### src/rtl/srtclp_pkg.sv
package srtclp_pkg;

   localparam int LINE_LENGTH_BITS_DEFAULT = 16;

   localparam int BYTE_BITS      = 8;
   localparam int TIME_BITS      = 44;
   localparam int SUM_BITS       = 45;
   localparam int WEIGHT_BITS    = 37;
   localparam int DIGIT_BITS     = 9;
   localparam int LENGTH_BITS    = 16;
   localparam int RSP_DATA_BITS  = 112;

   localparam int ARROW_AT       = 12;
   localparam int STOP_AT        = 17;
   localparam int TIMING_MIN_LEN = 29;

   localparam logic [BYTE_BITS-1:0] CHAR_CR   = 8'd13;
   localparam logic [BYTE_BITS-1:0] CHAR_LF   = 8'd10;
   localparam logic [BYTE_BITS-1:0] CHAR_ZERO = 8'd48;

   typedef enum logic [1:0] {
      LINE_TIMING   = 2'd0,
      LINE_CUE_TEXT = 2'd1,
      LINE_PRE_CUE  = 2'd2
   } line_kind_type;

   typedef struct packed {
      line_kind_type                kind;
      logic signed [TIME_BITS-1:0]  start_us;
      logic signed [TIME_BITS-1:0]  stop_us;
      logic [LENGTH_BITS-1:0]       length;
      logic                         all_digits;
      logic                         stop_before_start;
   } line_result_type;

   // Weight of each byte of HH:MM:SS,mmm in microseconds; separators weigh nothing.
   function automatic logic signed [WEIGHT_BITS-1:0] weight_us(input logic [3:0] idx);
      logic signed [WEIGHT_BITS-1:0] w;
      case (idx)
         4'd0:    w = 37'sd36000000000;
         4'd1:    w = 37'sd3600000000;
         4'd3:    w = 37'sd600000000;
         4'd4:    w = 37'sd60000000;
         4'd6:    w = 37'sd10000000;
         4'd7:    w = 37'sd1000000;
         4'd9:    w = 37'sd100000;
         4'd10:   w = 37'sd10000;
         4'd11:   w = 37'sd1000;
         default: w = '0;
      endcase
      return w;
   endfunction

   function automatic logic [BYTE_BITS-1:0] arrow_char(input logic [2:0] idx);
      logic [BYTE_BITS-1:0] c;
      case (idx)
         3'd1:    c = 8'h2D;
         3'd2:    c = 8'h2D;
         3'd3:    c = 8'h3E;
         default: c = 8'h20;
      endcase
      return c;
   endfunction

endpackage

### src/rtl/srt_cue_line_parser.sv
// A result passes two registers on its way out: the request that ends its line enters an input
// register, and its result is then captured in a result register, from which it is presented.
// Throughput: one request per cycle; a request that ends a line waits only while an earlier
// result is still held and not taken in the same cycle.
// Reset is synchronous and active high; it empties the input and result registers
// and returns the line state and the cue flag to their initial values.
module srt_cue_line_parser
   import srtclp_pkg::*;
#(
   parameter int LINE_LENGTH_BITS = LINE_LENGTH_BITS_DEFAULT
) (
   input  logic                      clock,
   input  logic                      reset,
   input  logic                      req_tvalid,
   output logic                      req_tready,
   input  logic [BYTE_BITS-1:0]      req_tdata,   // byte_value
   input  logic                      req_tlast,   // end_of_input
   output logic                      rsp_tvalid,
   input  logic                      rsp_tready,
   // start_us, stop_us, line_length, all_digits, stop_before_start, zero fill.
   output logic [RSP_DATA_BITS-1:0]  rsp_tdata,
   output logic [1:0]                rsp_tuser    // line_kind
);

   logic                  in_valid_ff, in_valid_in;
   logic [BYTE_BITS-1:0]  in_byte_ff, in_byte_in;
   logic                  in_last_ff, in_last_in;
   logic                  out_valid_ff, out_valid_in;
   line_result_type       out_result_ff, out_result_in;

   logic                  emit;
   line_result_type       result;
   logic                  drain;

   srtclp_line_state #(
      .LINE_LENGTH_BITS(LINE_LENGTH_BITS)
   ) u_line_state (
      .clock        (clock),
      .reset        (reset),
      .step         (drain),
      .byte_value   (in_byte_ff),
      .end_of_input (in_last_ff),
      .emit         (emit),
      .result       (result)
   );

   always_comb begin
      drain = in_valid_ff && (!emit || !out_valid_ff || rsp_tready);
      req_tready = !in_valid_ff || drain;

      in_valid_in = in_valid_ff;
      in_byte_in  = in_byte_ff;
      in_last_in  = in_last_ff;
      if (req_tready) begin
         in_valid_in = req_tvalid;
         in_byte_in  = req_tdata;
         in_last_in  = req_tlast;
      end

      out_valid_in  = out_valid_ff;
      out_result_in = out_result_ff;
      if (rsp_tready) begin
         out_valid_in = 1'b0;
      end
      if (drain && emit) begin
         out_valid_in  = 1'b1;
         out_result_in = result;
      end
   end

   always_ff @(posedge clock) begin
      if (reset) begin
         in_valid_ff  <= 1'b0;
         out_valid_ff <= 1'b0;
      end else begin
         in_valid_ff  <= in_valid_in;
         out_valid_ff <= out_valid_in;
      end
      in_byte_ff    <= in_byte_in;
      in_last_ff    <= in_last_in;
      out_result_ff <= out_result_in;
   end

   assign rsp_tvalid = out_valid_ff;
   assign rsp_tuser  = out_result_ff.kind;
   assign rsp_tdata  = {6'b0,
                        out_result_ff.stop_before_start,
                        out_result_ff.all_digits,
                        out_result_ff.length,
                        out_result_ff.stop_us,
                        out_result_ff.start_us};

endmodule

### src/rtl/srtclp_line_state.sv
module srtclp_line_state
   import srtclp_pkg::*;
#(
   parameter int LINE_LENGTH_BITS = LINE_LENGTH_BITS_DEFAULT
) (
   input  logic                  clock,
   input  logic                  reset,
   input  logic                  step,
   input  logic [BYTE_BITS-1:0]  byte_value,
   input  logic                  end_of_input,
   output logic                  emit,
   output line_result_type       result
);

   localparam int P = LINE_LENGTH_BITS;
   localparam int WIDE_BITS = (P > LENGTH_BITS) ? P : LENGTH_BITS;
   localparam logic [P-1:0] POS_MAX = {P{1'b1}};

   logic [P-1:0]                pos_ff, pos_in;
   logic                        acr_ff, acr_in;
   logic                        arrow_ff, arrow_in;
   logic                        digits_ff, digits_in;
   logic signed [SUM_BITS-1:0]  start_ff, start_in;
   logic signed [SUM_BITS-1:0]  stop_ff, stop_in;
   logic                        cue_ff, cue_in;

   logic                        is_cr, is_lf, is_text;
   logic                        in_start, in_arrow, in_stop;
   logic [P-1:0]                pos_rel_arrow, pos_rel_stop;
   logic [3:0]                  weight_idx;
   logic signed [DIGIT_BITS-1:0] digit;
   logic signed [SUM_BITS:0]    term;
   logic [P-1:0]                pos_take;
   logic                        arrow_take, digits_take;
   logic signed [SUM_BITS-1:0]  start_take, stop_take;
   logic [P-1:0]                src_pos;
   logic                        src_arrow, src_digits;
   logic signed [SUM_BITS-1:0]  src_start, src_stop;
   logic                        timing;
   logic [WIDE_BITS-1:0]        pos_wide;

   always_comb begin
      is_cr   = (byte_value == CHAR_CR);
      is_lf   = (byte_value == CHAR_LF);
      is_text = !is_cr && !is_lf;

      in_start = (pos_ff < P'(ARROW_AT));
      in_arrow = !in_start && (pos_ff < P'(STOP_AT));
      in_stop  = (pos_ff >= P'(STOP_AT)) && (pos_ff < P'(TIMING_MIN_LEN));
      pos_rel_arrow = pos_ff - P'(ARROW_AT);
      pos_rel_stop  = pos_ff - P'(STOP_AT);
      weight_idx = in_start ? pos_ff[3:0] : pos_rel_stop[3:0];

      digit = signed'({1'b0, byte_value}) - signed'({1'b0, CHAR_ZERO});
      term  = (SUM_BITS+1)'(digit) * (SUM_BITS+1)'(weight_us(weight_idx));

      start_take = start_ff + (in_start ? term[SUM_BITS-1:0] : '0);
      stop_take  = stop_ff + (in_stop ? term[SUM_BITS-1:0] : '0);
      arrow_take = arrow_ff && !(in_arrow && (byte_value != arrow_char(pos_rel_arrow[2:0])));
      digits_take = digits_ff && (byte_value inside {[8'h30:8'h39]});
      pos_take = (pos_ff == POS_MAX) ? pos_ff : pos_ff + P'(1);

      src_pos    = is_text ? pos_take : pos_ff;
      src_arrow  = is_text ? arrow_take : arrow_ff;
      src_digits = is_text ? digits_take : digits_ff;
      src_start  = is_text ? start_take : start_ff;
      src_stop   = is_text ? stop_take : stop_ff;

      emit   = is_cr || (is_lf && !acr_ff) || (is_text && end_of_input);
      timing = src_arrow && (src_pos >= P'(TIMING_MIN_LEN));

      pos_wide = WIDE_BITS'(src_pos);
      result.kind = timing ? LINE_TIMING : (cue_ff ? LINE_CUE_TEXT : LINE_PRE_CUE);
      result.start_us = timing ? src_start[TIME_BITS-1:0] : '0;
      result.stop_us  = timing ? src_stop[TIME_BITS-1:0] : '0;
      result.length = (pos_wide > WIDE_BITS'({LENGTH_BITS{1'b1}}))
                    ? {LENGTH_BITS{1'b1}} : pos_wide[LENGTH_BITS-1:0];
      result.all_digits = src_digits;
      result.stop_before_start = timing && (src_stop < src_start);
   end

   always_comb begin
      pos_in    = pos_ff;
      acr_in    = acr_ff;
      arrow_in  = arrow_ff;
      digits_in = digits_ff;
      start_in  = start_ff;
      stop_in   = stop_ff;
      cue_in    = cue_ff;
      if (step) begin
         if (end_of_input) begin
            pos_in    = '0;
            acr_in    = 1'b0;
            arrow_in  = 1'b1;
            digits_in = 1'b1;
            start_in  = '0;
            stop_in   = '0;
            cue_in    = 1'b0;
         end else if (is_text) begin
            pos_in    = pos_take;
            acr_in    = 1'b0;
            arrow_in  = arrow_take;
            digits_in = digits_take;
            start_in  = start_take;
            stop_in   = stop_take;
         end else begin
            acr_in = is_cr;
            if (emit) begin
               pos_in    = '0;
               arrow_in  = 1'b1;
               digits_in = 1'b1;
               start_in  = '0;
               stop_in   = '0;
               cue_in    = cue_ff || timing;
            end
         end
      end
   end

   always_ff @(posedge clock) begin
      if (reset) begin
         pos_ff    <= '0;
         acr_ff    <= 1'b0;
         arrow_ff  <= 1'b1;
         digits_ff <= 1'b1;
         start_ff  <= '0;
         stop_ff   <= '0;
         cue_ff    <= 1'b0;
      end else begin
         pos_ff    <= pos_in;
         acr_ff    <= acr_in;
         arrow_ff  <= arrow_in;
         digits_ff <= digits_in;
         start_ff  <= start_in;
         stop_ff   <= stop_in;
         cue_ff    <= cue_in;
      end
   end

endmodule
### config.mk
export PLATFORM = sky130hd
export DESIGN_NAME = srt_cue_line_parser
export DESIGN_NICKNAME = d
export VERILOG_FILES = /design/src/rtl/srtclp_pkg.sv /design/src/rtl/srt_cue_line_parser.sv /design/src/rtl/srtclp_line_state.sv
export SDC_FILE = /design/constraint.sdc
export NUM_CORES = 1
export LEC_CHECK = 0
export ABC_AREA = 0
export BUFFER_PORTS_ARGS = -buffer_cell sky130_fd_sc_hd__buf_2
export CAP_MARGIN = 20
export CORE_MARGIN = 2
export CORE_UTILIZATION = 55
export DETAILED_ROUTE_END_ITERATION = 16
export GPL_TIMING_DRIVEN = 0
export PLACE_DENSITY = 0.87
export SETUP_SLACK_MARGIN = 0.4
export SYNTH_ARGS = -nofsm -noshare
export SYNTH_HDL_FRONTEND = slang
export SYNTH_SLANG_ARGS = --single-unit
### constraint.sdc
create_clock -name clock -period 11.9 [get_ports clock]
set_clock_uncertainty 0.2 [all_clocks]
set_input_delay 1.785 -clock clock [delete_from_list [all_inputs] [get_ports clock]]
set_output_delay 1.785 -clock clock [all_outputs]
set_load 0.01 [all_outputs]
==> results.toml <==
[clocking]
tritoncts = "done"
numCtsBuffers = 26
cts-root-buf = "clkbuf_16"
cts_buffer_depth = 3
hold_buffers = 0
clk_pin_slew_ns = 0.06
htree_levels = 1
clkLatencyLatePin_ns = 0.56
cts.sinks = 217

[sta]
period_share_pct = 94.7
fin_crit_ns = 11.27
timing.fmax_mhz = 88.8
finalSetupTns_ns = 0
slew_violations = 0
rsz0062_at_grt = "false"
worst_slew_pin_slew_ns = 1.14
setup_viol = 0
maxSlewHeadroom_pct = 23.9
hold_viol = 0

[setup_path]
critPathRequiredTime_ns = 12.08
start_kind = "register"
slowest_delay_ns = 0.56
path_common_cell = "buf_6"
worst_path_dominant_cell_family = "adder cells"
cp_data_arrival_time_ns = 11.45
cp_slowest_cell = "fa_1"
crit_path_max_fanout = 8
cp_num_buf_inv = 6
critPathCaptureType = "register"
crit_type = "reg -> reg"

[final_layout]
diodes = 0
n_fill_cell = 3581
drive_above_1_share_pct = 15.9
seq_area_um2 = 5460
syn2layout_area_growth_pct = 16.8
multi_input_area_um2 = 18100
finalNetCount = 3453
instances_no_fill = 3603

[flow_run]
maxCapViolations = 0

[synth]
yosysUniqueCellTypes = 83
ys_warn_count = 0
synthCells = 2766
synthTopCellsByCount = "nor2_1, ha_1, nand2_1"
ys_seq_elements = 217
synth_area_um2 = 23900
syn_avg_cell_area_um2 = 8.64
synth_ff_type = "edfxtp_1"
async_reset_ff_share_pct = 0
synth_edf_count = 111
synth.most_common_cell = "nor2_1"
synth_top_cells_by_area = "fa_1, edfxtp_1, ha_1"
yosysTopAreaCellShare_pct = 15.4
yosysSeqAreaShare_pct = 22.8
synth_area_leader_cell = "fa_1"

[die]
initial_utilization_pct = 55.6
die_w_um = 212
io_pins = 129
die_height_um = 212
rows = 76
core_region_area_um2 = 43000
dieArea_um2 = 45200

[drt]
wl_per_cell_um = 21.0
drc = 0
ant_nets = 0
post_drt_via_cell_ratio = 6.12
vias = 22100
dr.pass1.iters = 6
wl_um = 75600
drt-initial-drc-count = 2159

[global_routing]
first_global_vias = 21200
grt_max_degree = 84
gr-total-overflow = 0
track_usage_pct = 32.7
antenna_found_initial = 1
grt_pass1_wl_um = 115000

[placed_design]
placedCellCount = 3482
place_congestion = 0.998
dp_hpwl_um = 60000
port_buffers = 115

[power_and_ir_drop]
cellLeakagePower_nw = 13.6
internal_power_w = 0.00292
peakVddDrop_uv = 171
p_switching_w = 0.00300
seq_power_share_pct = 14.4
clkPwrFrac_pct = 14.1
pwr-share-comb_pct = 71.5
p_sw_share_pct = 50.7
p_per_area_nw_per_um2 = 212

[worst_hold_path]
hold_path.class = "reg -> reg"

[status]
outcome = "finished clean"
-- sequential cells by signal, indices dropped and copies added (netlist names) --
name	flops
in_byte_ff	8
in_last_ff	1
in_valid_ff	1
rsp_tdata	100
rsp_tuser	2
rsp_tvalid	1
u_line_state.acr_ff	1
u_line_state.arrow_ff	1
u_line_state.cue_ff	1
u_line_state.digits_ff	1
u_line_state.pos_ff	16
u_line_state.start_ff	42
u_line_state.stop_ff	42
-- layout make-up --
| type | instances | area share (%) |
|---|---|---|
| buffer | 146 | 2.66 |
| clock buffer | 32 | 2.52 |
| clock inverter | 15 | 0.681 |
| inverter | 195 | 2.68 |
| multi-input combinational | 2220 | 64.9 |
| sequential | 217 | 19.5 |
| tap | 585 | 2.62 |
| timing repair buffer | 193 | 4.42 |
-- power by group through the flow --
| stage | clock network [W] | registers, W | logic (W) |
|---|---|---|---|
| after floorplan | 0 | 0.000856 | 0.00268 |
| after global placement | 0 | 0.000863 | 0.00355 |
| after detailed placement | 0 | 0.000865 | 0.00365 |
| after CTS | 0.000835 | 0.000850 | 0.00382 |
| after global routing | 0.000860 | 0.000855 | 0.00462 |
| final | 0.000833 | 0.000852 | 0.00423 |
-- worst min-delay path, delay by kind of cell, from the launching register on --
kind	cells	cell delay (ns)
AO/OA/AOI/OAI	1	0.05
flip-flops	1	0.31
AND/OR/NAND/NOR	1	0.05
-- routing by layer --
layer  up-vias  global-route usage (%)  part of all wire, %
li1      10100                       -                    -
met1     10600                    45.1                   41
met2      1170                    53.2                   46
met3       200                    3.77                  9.0
met4         0                    12.1                  4.5
met5         -                       0                    0
-- worst paths after layout --
| check | from | end | slack [ns] | cells after the start |
|---|---|---|---|---|
| worst max-delay path | u_line_state.pos_ff[15]$_SDFFE_PP0P_ | rsp_tdata[105]$_DFFE_PP_ | 0.63 | 48 |
| worst min-delay path | u_line_state.acr_ff$_SDFFE_PP0P_ | u_line_state.acr_ff$_SDFFE_PP0P_ | 0.27 | 2 |
| worst max register to register | u_line_state.pos_ff[15]$_SDFFE_PP0P_ | rsp_tdata[105]$_DFFE_PP_ | 0.63 | 48 |
| worst min register to register | u_line_state.acr_ff$_SDFFE_PP0P_ | u_line_state.acr_ff$_SDFFE_PP0P_ | 0.27 | 2 |
-- metrics by stage --
stage | power [W] | util (%) | setup WS (ns) | instance area (um^2) | hold slack (ns)
finish | 0.00591 | 65.0 | 0.633 | 27900 | 0.267
global route | 0.00634 | 65.0 | 0.203 | 27900 | 0.297
CTS | 0.00550 | 62.4 | 0.416 | 26800 | 0.264
detailed placement | 0.00452 | 58.9 | -2.70 | 25300 | 0.255
global placement | 0.00441 | 58.8 | -2.46 | 25300 | 0.231
floorplan | 0.00354 | - | 0.887 | 24000 | 0.216
-- cell families after synthesis --
| group | share of synthesized area (%) |
|---|---|
| simple gates | 18.7 |
| xor+xnor | 4.75 |
| fa+ha+maj | 28.9 |
| mux | 2.32 |
| flops | 22.8 |
| other cells | 0.0157 |
| compound gates | 16.9 |
| buf+inv | 5.69 |
-- layout by cell type (no fill, tap or decap), drive strengths merged, types with 31 or more instances in the layout --
cell	count
xnor2	80
clkbuf	127
a22o	35
fa	184
and3	41
ha	257
nand4	31
a21o	85
dfxtp	106
nor2	373
and2	49
nand2	255
nor2b	53
xor2	47
nor3	51
nand3	42
mux2i	43
edfxtp	111
a21oi	180
buf	244
a22oi	36
inv	194
o21ai	99
-- repair_timing --
item,4_1_cts,5_1_grt
setup endpoints to repair,74,2
pin swaps,20,88
cloned,0,0
resized for setup,115,202
setup buffers,22,52
Power figures use the tool's default switching activity.
